==> src/sv/pwm_pkg.sv <==
// shared types, constants and register map of the path wildcard matcher
package pwm_pkg;

    // pattern geometry
    localparam int PATTERN_MAX   = 32;
    localparam int NUM_POS       = PATTERN_MAX + 1;
    localparam int POS_W         = $clog2(NUM_POS);
    localparam int NUM_PAT_REGS  = 4;
    localparam int NUM_REG_BYTES = 8 * NUM_PAT_REGS;
    localparam int LEN_W         = 6;

    // apb geometry
    localparam int ADDR_W = 6;
    localparam int DATA_W = 64;
    localparam int IDX_W  = 3;

    // register indexes
    localparam logic [IDX_W-1:0] REG_PAT_0  = 3'd0;
    localparam logic [IDX_W-1:0] REG_PAT_1  = 3'd1;
    localparam logic [IDX_W-1:0] REG_PAT_2  = 3'd2;
    localparam logic [IDX_W-1:0] REG_PAT_3  = 3'd3;
    localparam logic [IDX_W-1:0] REG_LEN    = 3'd4;

    // special pattern bytes
    localparam logic [7:0] STAR_CHAR  = 8'h2A;
    localparam logic [7:0] SLASH_CHAR = 8'h2F;
    localparam logic [7:0] END_CHAR   = 8'h00;

    typedef logic [NUM_POS-1:0][7:0] pat_bytes_t;
    typedef logic [NUM_POS-1:0]      pos_vec_t;

    // configuration handed from the register block to the datapath
    typedef struct packed {
        pat_bytes_t         pat;
        logic [POS_W-1:0]   len;
        logic               restart;
    } cfg_t;

    // per-cycle control broadcast to every cell
    typedef struct packed {
        logic restart;
        logic step;
    } cell_ctrl_t;

endpackage

==> src/sv/pwm_regs.sv <==
// apb register block holding the pattern bytes and the pattern length
module pwm_regs (
    input  logic                        aclk,
    input  logic                        aresetn,
    input  logic                        psel,
    input  logic                        penable,
    input  logic                        pwrite,
    input  logic [pwm_pkg::ADDR_W-1:0]  paddr,
    input  logic [pwm_pkg::DATA_W-1:0]  pwdata,
    output logic [pwm_pkg::DATA_W-1:0]  prdata,
    output logic                        pready,
    output pwm_pkg::cfg_t               cfg
);

    logic [pwm_pkg::NUM_PAT_REGS-1:0][pwm_pkg::DATA_W-1:0] pat_reg;
    logic [pwm_pkg::NUM_PAT_REGS-1:0][pwm_pkg::DATA_W-1:0] pat_next;
    logic [pwm_pkg::LEN_W-1:0]                             len_reg;
    logic [pwm_pkg::LEN_W-1:0]                             len_next;
    logic [pwm_pkg::IDX_W-1:0]                             idx;
    logic                                                  wr;

    assign pready = 1'b1;
    assign idx    = paddr[pwm_pkg::ADDR_W-1:3];
    assign wr     = psel && penable && pwrite && pready;

    // register writes
    always_comb begin
        pat_next = pat_reg;
        len_next = len_reg;
        if (wr) begin
            case (idx)
                pwm_pkg::REG_PAT_0,
                pwm_pkg::REG_PAT_1,
                pwm_pkg::REG_PAT_2,
                pwm_pkg::REG_PAT_3: pat_next[idx[1:0]] = pwdata;
                pwm_pkg::REG_LEN:   len_next = pwdata[pwm_pkg::LEN_W-1:0];
                default:            ;
            endcase
        end
    end

    always_ff @(posedge aclk) begin
        if (!aresetn) begin
            pat_reg <= '0;
            len_reg <= '0;
        end else begin
            pat_reg <= pat_next;
            len_reg <= len_next;
        end
    end

    // read back
    always_comb begin
        case (idx)
            pwm_pkg::REG_PAT_0,
            pwm_pkg::REG_PAT_1,
            pwm_pkg::REG_PAT_2,
            pwm_pkg::REG_PAT_3: prdata = pat_reg[idx[1:0]];
            pwm_pkg::REG_LEN:   prdata = {{(pwm_pkg::DATA_W-pwm_pkg::LEN_W){1'b0}}, len_reg};
            default:            prdata = '0;
        endcase
    end

    // pattern bytes per position, zero past the registers
    always_comb begin
        for (int i = 0; i < pwm_pkg::NUM_POS; i++) begin
            if (i < pwm_pkg::NUM_REG_BYTES) begin
                cfg.pat[i] = pat_reg[2'(i >> 3)][8*(i & 7) +: 8];
            end else begin
                cfg.pat[i] = pwm_pkg::END_CHAR;
            end
        end
    end

    // clamp the length to PATTERN_MAX, the widest pattern
    always_comb begin
        // any write restarts the current path
        cfg.restart = wr;
        if (len_reg > pwm_pkg::LEN_W'(pwm_pkg::PATTERN_MAX)) begin
            cfg.len = pwm_pkg::POS_W'(pwm_pkg::PATTERN_MAX);
        end else begin
            cfg.len = pwm_pkg::POS_W'(len_reg);
        end
    end

endmodule

==> src/sv/pwm_cell.sv <==
// one pattern position: holds its active bit and forwards literal matches
module pwm_cell (
    input  logic                aclk,
    input  logic                aresetn,
    input  pwm_pkg::cell_ctrl_t ctrl,
    input  logic                init_bit,
    input  logic [7:0]          pat_char,
    input  logic                pos_en,
    input  logic [7:0]          path_char,
    input  logic                cur_bit,
    input  logic                fwd_in,
    output logic                act_bit,
    output logic                prop,
    output logic                fwd_out
);

    logic act_reg;
    logic act_next;
    logic is_star;
    logic lit_hit;
    logic keep;

    // star positions pass activity on, literals consume one byte
    assign is_star = (pat_char == pwm_pkg::STAR_CHAR);
    assign prop    = pos_en && is_star;
    assign lit_hit = pos_en && !is_star && (pat_char == path_char);
    assign fwd_out = cur_bit && lit_hit;
    assign keep    = cur_bit && prop && (path_char != pwm_pkg::SLASH_CHAR);

    always_comb begin
        act_next = act_reg;
        if (ctrl.restart) begin
            act_next = init_bit;
        end else if (ctrl.step) begin
            act_next = keep || fwd_in;
        end
    end

    always_ff @(posedge aclk) begin
        if (!aresetn) begin
            act_reg <= init_bit;
        end else begin
            act_reg <= act_next;
        end
    end

    assign act_bit = act_reg;

endmodule

==> src/sv/path_wildcard_matcher_core.sv <==
// top level of the path wildcard matcher: cell row, star closure and result buffer
//
// Usage: the pattern is written over the APB port (four 64-bit byte registers at
// 0x00..0x18, length at 0x20); any write restarts the path in progress. The path
// streams in on s_tdata, one byte per request, and a zero byte ends it. For every
// zero byte one result request leaves on m_tdata bit 0 (1 = whole path matched).
// Throughput: one byte per cycle while s_tready is high; each cell updates its
// active bit on every accepted byte or restart, and the critical path is the
// star-closure carry chain across all positions followed by one byte compare in
// each cell. The result is registered in the buffer's output or second entry.
// A two-entry result buffer keeps s_tready high while one result waits; with two
// results pending and the receiver stalled, s_tready drops until m_tready returns.
// Reset (aresetn low, synchronous) clears the pattern to length zero, empties the
// result buffer and puts the active set back at the start position.
module path_wildcard_matcher_core (
    input  logic                        aclk,
    input  logic                        aresetn,
    // apb configuration
    input  logic                        psel,
    input  logic                        penable,
    input  logic                        pwrite,
    input  logic [pwm_pkg::ADDR_W-1:0]  paddr,
    input  logic [pwm_pkg::DATA_W-1:0]  pwdata,
    output logic [pwm_pkg::DATA_W-1:0]  prdata,
    output logic                        pready,
    // path bytes
    input  logic                        s_tvalid,
    output logic                        s_tready,
    input  logic [7:0]                  s_tdata,    // [7:0] path_char
    // match results
    output logic                        m_tvalid,
    input  logic                        m_tready,
    output logic [7:0]                  m_tdata     // [0] matched, [7:1] zero
);

    pwm_pkg::cfg_t       cfg;
    pwm_pkg::cell_ctrl_t ctrl;
    pwm_pkg::pos_vec_t   act;
    pwm_pkg::pos_vec_t   prop;
    pwm_pkg::pos_vec_t   cur;
    logic [pwm_pkg::NUM_POS:0] fwd;
    logic [pwm_pkg::NUM_POS:0] gen_ext;
    logic [pwm_pkg::NUM_POS:0] prop_ext;
    logic [pwm_pkg::NUM_POS:0] sum;
    logic [pwm_pkg::NUM_POS:0] carry;

    logic s_acc;
    logic is_end;
    logic push;
    logic pop;
    logic matched;

    logic out_valid_reg, out_valid_next;
    logic out_data_reg,  out_data_next;
    logic skid_valid_reg, skid_valid_next;
    logic skid_data_reg,  skid_data_next;

    pwm_regs u_regs (
        .aclk    (aclk),
        .aresetn (aresetn),
        .psel    (psel),
        .penable (penable),
        .pwrite  (pwrite),
        .paddr   (paddr),
        .pwdata  (pwdata),
        .prdata  (prdata),
        .pready  (pready),
        .cfg     (cfg)
    );

    // input handshake
    assign s_tready     = !skid_valid_reg;
    assign s_acc        = s_tvalid && s_tready;
    assign is_end       = (s_tdata == pwm_pkg::END_CHAR);
    assign push         = s_acc && is_end;
    assign ctrl.restart = cfg.restart || push;
    assign ctrl.step    = s_acc && !is_end;

    // star closure: a carry chain through runs of star positions
    assign prop_ext = {1'b0, prop};
    assign gen_ext  = {1'b0, act & prop};
    assign sum      = prop_ext + gen_ext;
    assign carry    = sum ^ prop_ext ^ gen_ext;
    assign cur      = act | carry[pwm_pkg::NUM_POS-1:0];
    assign matched  = cur[cfg.len];

    // row of position cells
    assign fwd[0] = 1'b0;
    for (genvar i = 0; i < pwm_pkg::NUM_POS; i++) begin : g_cell
        pwm_cell u_cell (
            .aclk      (aclk),
            .aresetn   (aresetn),
            .ctrl      (ctrl),
            .init_bit  (i == 0),
            .pat_char  (cfg.pat[i]),
            .pos_en    (pwm_pkg::POS_W'(i) < cfg.len),
            .path_char (s_tdata),
            .cur_bit   (cur[i]),
            .fwd_in    (fwd[i]),
            .act_bit   (act[i]),
            .prop      (prop[i]),
            .fwd_out   (fwd[i+1])
        );
    end

    // two-entry result buffer
    assign pop = out_valid_reg && m_tready;

    always_comb begin
        out_valid_next  = out_valid_reg;
        out_data_next   = out_data_reg;
        skid_valid_next = skid_valid_reg;
        skid_data_next  = skid_data_reg;
        if (skid_valid_reg) begin
            if (pop) begin
                out_data_next   = skid_data_reg;
                skid_valid_next = 1'b0;
            end
        end else if (push) begin
            if (out_valid_reg && !pop) begin
                skid_valid_next = 1'b1;
                skid_data_next  = matched;
            end else begin
                out_valid_next = 1'b1;
                out_data_next  = matched;
            end
        end else if (pop) begin
            out_valid_next = 1'b0;
        end
    end

    always_ff @(posedge aclk) begin
        if (!aresetn) begin
            out_valid_reg  <= 1'b0;
            skid_valid_reg <= 1'b0;
        end else begin
            out_valid_reg  <= out_valid_next;
            skid_valid_reg <= skid_valid_next;
        end
        out_data_reg  <= out_data_next;
        skid_data_reg <= skid_data_next;
    end

    assign m_tvalid = out_valid_reg;
    assign m_tdata  = {7'b0, out_data_reg};

    // a held second result always sits behind a valid first one
    a_skid_behind_out: assert property (@(posedge aclk) disable iff (!aresetn)
        skid_valid_reg |-> out_valid_reg)
        else $error("result buffer holds a second entry without a first");

    // a restart leaves only the start position active
    a_restart_start: assert property (@(posedge aclk) disable iff (!aresetn)
        ctrl.restart |=> (act == pwm_pkg::pos_vec_t'(1)))
        else $error("active set not at start position after restart");

    // the last position never forwards a literal match off the row
    a_no_overrun: assert property (@(posedge aclk) disable iff (!aresetn)
        fwd[pwm_pkg::NUM_POS] == 1'b0)
        else $error("literal match forwarded past the last position");

    // an end byte always yields a visible result next cycle
    a_end_gives_result: assert property (@(posedge aclk) disable iff (!aresetn)
        push |=> m_tvalid)
        else $error("end of path accepted without a result");

endmodule

==> config.mk <==
export PLATFORM = sky130hd
export DESIGN_NAME = path_wildcard_matcher_core
export DESIGN_NICKNAME = d
export VERILOG_FILES = /design/src/sv/pwm_pkg.sv /design/src/sv/pwm_regs.sv /design/src/sv/pwm_cell.sv /design/src/sv/path_wildcard_matcher_core.sv
export SDC_FILE = /design/constraint.sdc
export NUM_CORES = 1
export LEC_CHECK = 0
export BUFFER_PORTS_ARGS = -buffer_cell sky130_fd_sc_hd__buf_2
export CAP_MARGIN = 20
export CORE_AREA = 3 3 203 205
export DETAILED_ROUTE_END_ITERATION = 10
export DIE_AREA = 0 0 206 208
export HOLD_SLACK_MARGIN = 0.05
export SETUP_SLACK_MARGIN = 0.02
export SYNTH_ARGS = -nofsm -noshare
export SYNTH_HDL_FRONTEND = slang
export SYNTH_SLANG_ARGS = --single-unit
==> constraint.sdc <==
create_clock -name aclk -period 3.94 [get_ports aclk]
set_clock_uncertainty 0.2 [all_clocks]
set_input_delay 0.788 -clock aclk [delete_from_list [all_inputs] [get_ports aclk]]
set_output_delay 0.788 -clock aclk [all_outputs]
set_load 0.01 [all_outputs]
# [After elaboration in Yosys (flattened, before gate mapping)]
# Cells that the tools add are included.
[word_totals] wordCells=263 output_inout_bits=75 in_bits=85 reg_bits=283
[classes] n_reduce_logical=150 n_eq_ne=40 mux=20 n_addsub=1 n_bitwise=6 magnitude_cmp=20
[ops] operator="$bwmux W256" count=1
[ops] operator="$bmux W64 S2" count=1
[ops] operator="$demux W64 S2" count=1
[ops] operator="$eq A8 B6 Y1 const B" count=16
[ops] operator="$eq A8 B8 Y1" count=16
[ops] operator="$mux W64" count=2
[ops] operator="$pmux W64 S2" count=1
[ops] operator="$logic_and A1 B1 Y1" count=104
[ops] operator="$lt A4 B6 Y1 const A" count=8
[ops] operator="$lt A3 B6 Y1 const A" count=4
[ops] operator="$logic_not A1 Y1" count=19
[ops] operator="$add A16 B17 Y18" count=1
[ops] operator="$or A17 B18 Y18" count=1
[ops] operator="$xor A18 B16 Y18" count=1
[ops] operator="$xor A18 B17 Y18" count=1
[ops] operator="$and A17 B16 Y17" count=1
[ops] operator="$logic_or A1 B1 Y1" count=16
[ops] operator="$lt A1 B6 Y1 const A" count=2
[ops] operator="$lt A2 B6 Y1 const A" count=2
[ops] operator="$mux W1" count=12
[ops] operator="$reduce_and A3 Y1" count=3
[ops] operator="$logic_not A8 Y1" count=1
[ops] operator="$ne A8 B6 Y1 const B" count=1
[ops] operator="$lt A6 B7 Y1 const B" count=1
[ops] operator="15 further kinds" count=21

# [Depth between registers and ports, before layout]
# Gate-level depths: netlist (run 1).
[logic_depth] depth_word=14 ltp_mapped=10 depth_no_buf=8

# [By module]
# Synthesis (run 1) repeated with hierarchy kept, for this count alone.
[unflattened] cells_unflattened=2591 area_unflattened_um2=23338.6
[modules_own_cells] mod="pwm_regs" cells_each=1361 instances=1 area_per_inst_um2=13819.5 seq_area_each_um2=5245.0
[modules_own_cells] mod="pwm_cell" cells_each=25 instances=33 area_per_inst_um2=211.5 seq_area_each_um2=30.0
[modules_own_cells] mod="path_wildcard_matcher_core" cells_each=405 instances=1 area_per_inst_um2=2541.2 seq_area_each_um2=100.1

# [Worst setup path before layout (run 1)]
# No wires, ideal clock.
[synth_path] path_type="input port to output port" from="input paddr[4] in the netlist's numbering" to="output prdata[2] in the netlist's numbering" required_time_ns=2.952 t_arrival_ns=2.280 path_slack_ns=0.672 n_path_buf=3 cell_stages=6 cell_sequence="clkbuf_1 > clkbuf_1 > buf_1 > mux4_2 > inv_1 > o21ai_0"
[synth_via] elab_chain_len=3 word_cells_on_any_way=9 cone_classes="eq/ne (4); mux (3); reduce/logical (2)"
[synth_lines] element="from (decl)" line_no="path_wildcard_matcher_core.sv:22" text="input logic [pwm_pkg::ADDR_W-1:0] paddr,"
[synth_lines] element="$eq A3 B1 Y1, or another cell as far along" line_no="pwm_regs.sv:54" text="case (idx)"
[synth_lines] element="$reduce_or A4 Y1 / $mux W64 (equally long branches)" line_no="pwm_regs.sv:54, pwm_regs.sv:58"
[synth_lines] element="$pmux W64 S2 (*)" line_no="pwm_regs.sv:54"
[synth_lines] element="to (decl)" line_no="path_wildcard_matcher_core.sv:24" text="output logic [pwm_pkg::DATA_W-1:0] prdata,"
# Mark *: on every way between the ends. The rest lies on a longest branch, timed or not. The select of a mux whose other input is x is not followed.

# [Worst setup path after layout (run 1)]
[layout_path] from="register u_regs.len_reg[4] in the netlist's numbering" to="register out_data_reg, data pin"
[layout_via] elab_chain_len=14 word_cells_on_any_way=44 cone_classes="add/sub (1); order compare (17); mux (6); bitwise (4); reduce/logical (16)"
[layout_lines] element="from (decl)" line_no="pwm_regs.sv:17" text="logic [pwm_pkg::LEN_W-1:0] len_reg;"
[layout_lines] element="from (signal assigned)" line_no="pwm_regs.sv:48" text="len_reg <= len_next;"
[layout_lines] element="$gt A6 B6 Y1" line_no="pwm_regs.sv:79" text="if (len_reg > pwm_pkg::LEN_W'(pwm_pkg::PATTERN_MAX)) begin"
[layout_lines] element="$mux W6 (*)" line_no="pwm_regs.sv:79"
[layout_lines] element="$lt A1 B6 Y1, or another cell as far along" line_no="path_wildcard_matcher_core.sv:96" text=".pos_en (pwm_pkg::POS_W'(i) < cfg.len),"
[layout_lines] element="$logic_and A1 B1 Y1" line_no="pwm_cell.sv:25" text="assign prop = pos_en && is_star;"
[layout_lines] element="$and A17 B16 Y17" line_no="path_wildcard_matcher_core.sv:81" text="assign gen_ext = {1'b0, act & prop};"
[layout_lines] element="$add A16 B17 Y18" line_no="path_wildcard_matcher_core.sv:82" text="assign sum = prop_ext + gen_ext;"
[layout_lines] element="$xor A18 B16 Y18" line_no="path_wildcard_matcher_core.sv:83" text="assign carry = sum ^ prop_ext ^ gen_ext;"
[layout_lines] element="$xor A18 B17 Y18" line_no="path_wildcard_matcher_core.sv:83"
[layout_lines] element="$or A17 B18 Y18" line_no="path_wildcard_matcher_core.sv:84" text="assign cur = act | carry[pwm_pkg::NUM_POS-1:0];"
[layout_lines] element="$bmux W1 S6 (*)" line_no="path_wildcard_matcher_core.sv:85" text="assign matched = cur[cfg.len];"
[layout_lines] element="$mux W1 (implied by the code) (*)" line_no="path_wildcard_matcher_core.sv:85"
[layout_lines] element="$mux W1 (*)" line_no="path_wildcard_matcher_core.sv:120" text="if (out_valid_reg && !pop) begin"
[layout_lines] element="$mux W1 (*)" line_no="path_wildcard_matcher_core.sv:119" text="end else if (push) begin"
[layout_lines] element="$mux W1 (*)" line_no="path_wildcard_matcher_core.sv:114" text="if (skid_valid_reg) begin"
[layout_lines] element="net out_data_next" line_no="path_wildcard_matcher_core.sv:54" text="logic out_data_reg, out_data_next;"
[layout_lines] element="to (signal assigned)" line_no="path_wildcard_matcher_core.sv:140" text="out_data_reg <= out_data_next;"
[layout_lines] element="to (decl)" line_no="path_wildcard_matcher_core.sv:54"
# The timed path passes the listed nets; every way through them passes the cells marked *. The select of a mux whose other input is x is not followed.
# A chain may end at the register's enable or synchronous reset.

==> results.toml, run 1 <==
[run_status]
status = "completed"

[timing]
fin_crit_sh = 0.932
final-hold-violation-count = 0
worst_slack_ns = 0.268
finalSetupTns_ns = 0
max_slew_margin = 0.125
worstMarginPinSlew_ns = 1.31
setup_viol = 0
grt_setup_unrepaired = "no"
clock.fmax_ghz = 0.272
finalCriticalPeriod_ns = 3.67
slew_violations = 0
timing.hold.ws_ns = 0.261

[detailed_routing]
antenna_left = 0
dr_total_vias = 13900
drt-initial-drc-count = 1112
drt-total-wl_um = 50500
drcViolationCount = 0
first_pass_iters = 5
routedWlPerCell_um = 20.1
avgViaCountPerCell = 5.52

[clocking]
clkSlewWorstSetupHoldPaths_ns = 0.06
clock_latency_ns = 0.57
cts_made_buffers = 31
cts.sinks = 283
htree_levels = 1
cts_buffer_depth = 3
cts_root_buf = "clkbuf_16"
cts_tree = "yes"

[global_route]
grt_pass1_vias = 13900
grt_usage = 0.232
antenna_found_initial = 5
grt_first_pass_wirelength_um = 80200
gr-total-overflow = 0
grt_max_degree = 264

[layout]
layout-drive-gt1-share = 0.173
final_nets = 2045
fin_cells = 2512
mostFrequentLayoutCells = "541 x nand2_1, 281 x dfxtp_1, 258 x a21boi_0"
layout_commonest_cell = "nand2_1"
fillerInstances = 3923
utilization = 0.455
regArea_um2 = 5690
final_area_um2 = 18000
multi_input_area_um2 = 9360
areaGrowthSynthToFinish_pct = 15.0

[synth]
yosysUniqueCellTypes = 72
synth.ff_latch_count = 283
async_flop_share = 0
avgSynthCellArea_um2 = 8.43
synth_edf_count = 2
postSynthCellCount = 1861
synth_area_um2 = 15700
ys.flop_type = "dfxtp_1"
yosys_warnings = 0
ys_seq_area_frac = 0.362

[setup_path]
required_ns = 4.11
critPathKind = "reg -> reg"
arrival_ns = 3.84
startpoint_type = "flop"
end_kind = "flop"
path_max_fanout = 14

[die]
ios = 160
coreArea_um2 = 39600
num_rows = 73
fp.dieW_um = 206
die_area_um2 = 42800
start_util = 0.396
die_h_um = 208

[run]
drv_cap = 0

[placed_design]
placed_cell_area_um2 = 17000
dp_cells = 2451
portBuffers = 148
gp_congestion = 0.936
pre_cts_slack_ns = 0.312
hpwl_um = 34100

[power]
total_power_mw = 6.22
peakVddDrop_mv = 0.268
total_leakage_power_nw = 6.47
power.density_nw_per_um2 = 345

[min_path]
hp-class = "reg -> reg"
layer usage:
layer,share of wire,track usage
met1,0.47,0.335
met2,0.46,0.375
met3,0.060,0.0304
met4,0.013,0.0438
met5,0.00067,0
where the power goes:
part,internal (mW),switching (mW),leakage [nW]
clock network,1.61,1.19,0.476
logic,0.199,0.300,3.70
registers,2.89,0.0294,2.28
cell type report:
class / count / share of cell area
multi-input cells: 1417 / 0.519
repair buffers: 210 / 0.0716
clock buffers: 50 / 0.0515
well taps: 525 / 0.0364
clock inverters: 8 / 0.00270
diodes: 2 / 0.000277
inverters: 17 / 0.00354
flip-flops and latches: 283 / 0.315
cell families (layout without fill, tap and decap cells):
logic type | after synthesis | in the layout | share of synthesized area
other cells | 2 | 10 | 0.000479
flops | 283 | 283 | 0.362
simple gates | 821 | 821 | 0.241
mux | 71 | 71 | 0.0966
buf+inv | 167 | 285 | 0.0447
xor+xnor | 127 | 127 | 0.0709
compound gates | 390 | 390 | 0.184
critical path, cell delays in order (launching register included):
cell and delay, ns:
dfxtp_1 0.72, nor4_2 0.18, or3_1 0.47, or4_4 0.47, o211ai_4 0.31, a22oi_1 0.18
nor4b_1 0.31, nor4_1 0.12, buf_4 0.15, o41ai_1 0.35
timing repair:
| action | in CTS | in global routing |
|---|---|---|
| hold endpoints to repair | 0 | 0 |
| setup endpoints to repair | 0 | 1 |
| resized for setup | 0 | 1 |
| hold buffers | 0 | 0 |
| setup buffers | 0 | 1 |
path summary, 6_finish.rpt:
| kind | start | to | slack [ns] | depth (start not counted) |
|---|---|---|---|---|
| worst max-delay path | u_regs.len_reg[4] | out_data_reg | 0.27 | 9 |
| worst min-delay path | g_cell[16].u_cell.act_bit | g_cell[16].u_cell.act_bit | 0.26 | 2 |
| worst min register to register | g_cell[16].u_cell.act_bit | g_cell[16].u_cell.act_bit | 0.26 | 2 |
| worst max register to register | u_regs.len_reg[4] | out_data_reg | 0.27 | 9 |
cell usage after synthesis (17+ instances only):
library cell / count / share of area
mux4_2: 63 / 0.090
xor2_1: 85 / 0.047
inv_1: 17 / 0.0041
dfxtp_1: 281 / 0.36
nand2_1: 542 / 0.13
nor4_1: 30 / 0.012
nor2_1: 41 / 0.0098
nand4_1: 18 / 0.0072
a21boi_0: 258 / 0.12
nor3_1: 19 / 0.0061
nor4b_1: 18 / 0.010
a21oi_1: 21 / 0.0067
nor2b_1: 69 / 0.028
nand3_1: 25 / 0.0080
clkbuf_1: 123 / 0.029
xnor2_1: 42 / 0.023
o21ai_0: 25 / 0.0080
No activity file was read; power rests on OpenSTA's default activity.
==> run 2, diff against run 1 <==
Settings changed: CORE_AREA 3 3 203 205 to 3 3 166 168, DIE_AREA 0 0 206 208 to 0 0 169 171, PLACE_DENSITY from default to 0.8.
==> run 2 against run 1 <==
  * First-iteration DRC count rose by 32%
  * Critical path depth did not move
  * Total power rose by 0.66%
  * Wire length fell by 7.8%
  * Combinational power fell by 2%
  * Non-clock buffer count fell by 7
  * Worst setup slack improved by 0.032 ns
  * Fmax rose by 0.87%
  * Worst hold slack barely moved
  * Cell count fell by 8.2%
  * Sequential power barely moved
  * Global-route usage rose by 8.1 points
==> results.toml, run 2 (synthesized netlist as in run 1, its figures left out) <==
[clocking]
cts.repair.resized = 0
htree_levels = 1
cts_tree = "yes"
clock_latency_ns = 0.57
cts_made_buffers = 30
holdBufCountCts = 0
cts.sinks = 283
cts_buffer_depth = 3
cts_root_buf = "clkbuf_16"
postCtsSetupBuffers = 0
clkSlewWorstSetupHoldPaths_ns = 0.07

[setup_path]
path_max_fanout = 13
startpoint_type = "flop"
arrival_ns = 3.79
required_ns = 4.09
critPathKind = "reg -> reg"
end_kind = "flop"
reg2reg_slack_ns = 0.30
slowest_stage = "dfxtp_1"
max_stage_delay_ns = 0.71
path_cells = "nor4_1 > or3_1 > or4_4 > o211ai_4 > a22oi_1 > nor4b_1 > nor4_1 > buf_4 > o41ai_1"
reg2reg_from = "u_regs.len_reg[2]"
critPathMostFrequentCell = "nor4_1"
r2r-end = "out_data_reg"
critical_path.startpoint = "u_regs.len_reg[2]"
rr_worst_depth = 9

[global_route]
grt_max_degree = 130
antenna_found_initial = 0
gr-total-overflow = 0
grt_first_pass_wirelength_um = 74400
grt_usage = 0.313
grt_pass1_vias = 14000

[power]
peakVddDrop_mv = 0.344
p_clk_frac = 0.455
power.density_nw_per_um2 = 352
total_leakage_power_nw = 6.45
seqPwrFrac = 0.467
p_switching_mw = 1.49
switching_share = 0.238
p_comb_frac = 0.078
internal_power_mw = 4.77

[timing]
finalSetupTns_ns = 0
grt_setup_unrepaired = "no"
worstMarginPinSlew_ns = 0.702
clock.fmax_ghz = 0.275
finalCriticalPeriod_ns = 3.64
timing.hold.ws_ns = 0.260
fin_crit_sh = 0.924
setup_viol = 0
slew_violations = 0
max_slew_margin = 0.526
final-hold-violation-count = 0

[min_path]
worstHoldStart = "u_regs.pat_reg[151]"
min_path_cells = 2
hold_end = "u_regs.pat_reg[151]"
hp-class = "reg -> reg"

[placed_design]
portBuffers = 148
dp_cells = 2254
placed_cell_area_um2 = 16800
gp_congestion = 0.952
hpwl_um = 30900

[detailed_routing]
drt-initial-drc-count = 1464
dr_total_vias = 14400
drt-total-wl_um = 46600
first_pass_iters = 5
antenna_left = 0
drcViolationCount = 0
routedWlPerCell_um = 20.2
avgViaCountPerCell = 6.22

[layout]
multi_input_area_um2 = 9360
fillerInstances = 2088
diodes = 0
mostFrequentLayoutCells = "541 x nand2_1, 281 x dfxtp_1, 258 x a21boi_0"
final_nets = 2037
final_area_um2 = 17800
utilization = 0.682
layout-drive-gt1-share = 0.169
regArea_um2 = 5690
layout_commonest_cell = "nand2_1"
fin_cells = 2307
areaGrowthSynthToFinish_pct = 13.2

[die]
fp.dieW_um = 169
num_rows = 59
ios = 160
die_h_um = 171
start_util = 0.602
die_area_um2 = 28900
coreArea_um2 = 26100

[run]
drv_cap = 0

[run_status]
status = "completed"
## run 2: cell type report
| class | instances | share of cell area |
|---|---|---|
| Sequential cell | 283 | 0.320 |
| Tap cell | 335 | 0.0236 |
| Clock buffer | 42 | 0.0476 |
| Clock inverter | 10 | 0.00803 |
| Inverter | 17 | 0.00359 |
| Timing Repair Buffer | 203 | 0.0703 |
| Multi-Input combinational cell | 1417 | 0.527 |
## run 2: routing by layer
layer | share of wire | track usage | vias up
met1 | 0.41 | 0.429 | 6919
met3 | 0.091 | 0.0425 | 99
met5 | 0 | 0 | -
li1 | - | - | 6603
met2 | 0.47 | 0.521 | 730
met4 | 0.023 | 0.0928 | 0
## run 2: worst max-delay path by stage
stage | to | slack (ns) | cells after the start
finish | out_data_reg | 0.30 | 9
floorplan | prdata[2] | 0.67 | 6
detailed placement | out_data_reg | 0.36 | 9
CTS | out_data_reg | 0.33 | 9
global placement | out_data_reg | 0.37 | 9
global route | out_data_reg | 0.03 | 9
## run 2: per-stage QoR
stage / power (mW) / worst slack (ns)
2_1_floorplan: 3.28 / 0.672
3_3_place_gp: 3.45 / 0.373
3_5_place_dp: 3.46 / 0.360
4_1_cts: 6.27 / 0.334
5_1_grt: 6.43 / 0.0289
6_report: 6.26 / 0.300
## run 2: critical path, delay by kind of cell (launching register included)
family                 cells  cell delay, ns
DFF                        1            0.71
AOI/OAI and AO/OA          3            0.83
buffers and inverters      1            0.16
and+or+nand+nor            5            1.54
## run 2: power by group through the flow
stage / combinational [mW] / sequential, mW / clock [mW]
6_report: 0.490 / 2.92 / 2.85
3_3_place_gp: 0.467 / 2.98 / 0
4_1_cts: 0.481 / 2.92 / 2.87
2_1_floorplan: 0.313 / 2.97 / 0
5_1_grt: 0.525 / 2.92 / 2.98
3_5_place_dp: 0.478 / 2.98 / 0
==> run 3, diff against run 2 <==
Settings changed: RECOVER_POWER from default to 50.
==> run 3 against run 2 <==
  * The run now ends with capacitance limit, slew limit left
  * Global-route usage unchanged
  * Total power about the same
  * Non-clock buffer count stayed put
  * Clock-buffer cell count stayed put
  * First-iteration DRC count is 3.5% higher
  * Combinational power about the same
  * Via count up 0.14%
  * Largest cell class unchanged
==> results.toml, run 3 (synthesized netlist as in run 1, its figures left out) <==
[global_route]
antenna_found_initial = 0
grtUsageMet1 = 0.429
grt_max_degree = 130
grt_pass1_vias = 14000
grt_first_pass_wirelength_um = 74400
grtUsageMet2 = 0.521
gr-total-overflow = 0
grt_usage = 0.313
met3_usage = 0.0425
busiest_layer = "met2"

[detailed_routing]
avgViaCountPerCell = 6.23
antenna_left = 0
drcViolationCount = 0
routedWlPerCell_um = 20.2
first_pass_iters = 5
dr_total_vias = 14400
drt-total-wl_um = 46700
drt-initial-drc-count = 1515

[clocking]
cts.sinks = 283
cts_made_buffers = 30
clock_latency_ns = 0.57
holdBufCountCts = 0
htree_levels = 1
clkSlewWorstSetupHoldPaths_ns = 0.07
postCtsSetupBuffers = 0
cts.repair.resized = 0
cts_tree = "yes"
cts_buffer_depth = 3
cts_root_buf = "clkbuf_16"

[power]
seqPwrFrac = 0.467
p_switching_mw = 1.49
peakVddDrop_mv = 0.345
internal_power_mw = 4.77
total_power_mw = 6.26
switching_share = 0.238
p_clk_frac = 0.455
power.density_nw_per_um2 = 353
total_leakage_power_nw = 6.42
p_comb_frac = 0.078

[setup_path]
startpoint_type = "flop"
crit_family = "simple AND/OR/NAND/NOR gates"
critPathKind = "reg -> reg"
slowest_stage = "dfxtp_1"
path_max_fanout = 13
critPathMostFrequentCell = "nor4_1"
path_buf_inv = 1
arrival_ns = 3.81
max_stage_delay_ns = 0.72
path_cells = "nor4_1 > or3_1 > or4_4 > o211ai_4 > a22oi_1 > nor4b_1 > nor4_1 > buf_4 > o41ai_1"
required_ns = 4.09
end_kind = "flop"

[layout]
multi_input_area_um2 = 9350
layout_commonest_cell = "nand2_1"
areaGrowthSynthToFinish_pct = 12.9
diodes = 0
fillerInstances = 2096
regArea_um2 = 5690
mostFrequentLayoutCells = "541 x nand2_1, 281 x dfxtp_1, 258 x a21boi_0"
final_area_um2 = 17700
final_nets = 2037
layout-drive-gt1-share = 0.164

[timing]
final-hold-violation-count = 0
finalSetupTns_ns = 0
finalCriticalPeriod_ns = 3.66
worstMarginPinSlew_ns = 1.93
setup_viol = 0
grt_setup_unrepaired = "no"
max_slew_margin = -0.286
fin_crit_sh = 0.929
clock.fmax_ghz = 0.273
slew_violations = 161

[run]
drv_cap = 5

[placed_design]
placed_cell_area_um2 = 16800
portBuffers = 148
gp_congestion = 0.952
hpwl_um = 30900

[die]
fp.dieW_um = 169
ios = 160
start_util = 0.602
num_rows = 59
die_area_um2 = 28900
coreArea_um2 = 26100
die_h_um = 171

[run_status]
status = "complete, but fails checks"
violations = "capacitance limit, slew limit"

[min_path]
hp-class = "reg -> reg"
## run 3: per-stage QoR
step            util  hold WS, ns  worst slack [ns]  std cells
6_report       0.680        0.261             0.280       2307
5_1_grt        0.680        0.273            0.0289       2307
4_1_cts        0.681        0.261             0.334       2306
3_5_place_dp   0.643        0.253             0.360       2254
3_3_place_gp   0.643        0.246             0.373       2254
2_1_floorplan      -        0.231             0.672       1867
## run 3: layout make-up
cell class / instances / share of cell area
Sequential cell: 283 / 0.321
Multi-Input combinational cell: 1417 / 0.528
Tap cell: 335 / 0.0237
Clock inverter: 10 / 0.00805
Timing Repair Buffer: 203 / 0.0681
Inverter: 17 / 0.00360
Clock buffer: 42 / 0.0478
## run 3: routing by layer
layer  vias to the layer above  wire length [um]
met5                         -                 0
met4                         0              1100
met3                        97              4070
met2                       693             22100
met1                      6962             19400
li1                       6619                 -
## run 3: worst paths after layout
kind | from | to | slack (ns) | depth (start not counted)
worst min register to register | u_regs.pat_reg[151] | u_regs.pat_reg[151] | 0.26 | 2
worst max register to register | u_regs.len_reg[2] | out_data_reg | 0.28 | 9
worst max-delay path | u_regs.len_reg[2] | out_data_reg | 0.28 | 9
worst min-delay path | u_regs.pat_reg[151] | u_regs.pat_reg[151] | 0.26 | 2
## run 3: worst reg2reg max path, delay by kind of cell (launching register included)
kind	cells	cell delay, ns
buffers and inverters	1	0.16
AND/OR/NAND/NOR	5	1.54
flip-flops	1	0.72
AO/OA/AOI/OAI	3	0.84
## run 3: power groups by stage
stage	Combinational [mW]	Clock, mW	Sequential (mW)
after floorplan	0.313	0	2.97
after global placement	0.467	0	2.98
after detailed placement	0.478	0	2.98
after CTS	0.481	2.87	2.92
after global routing	0.524	2.98	2.92
final	0.488	2.85	2.92
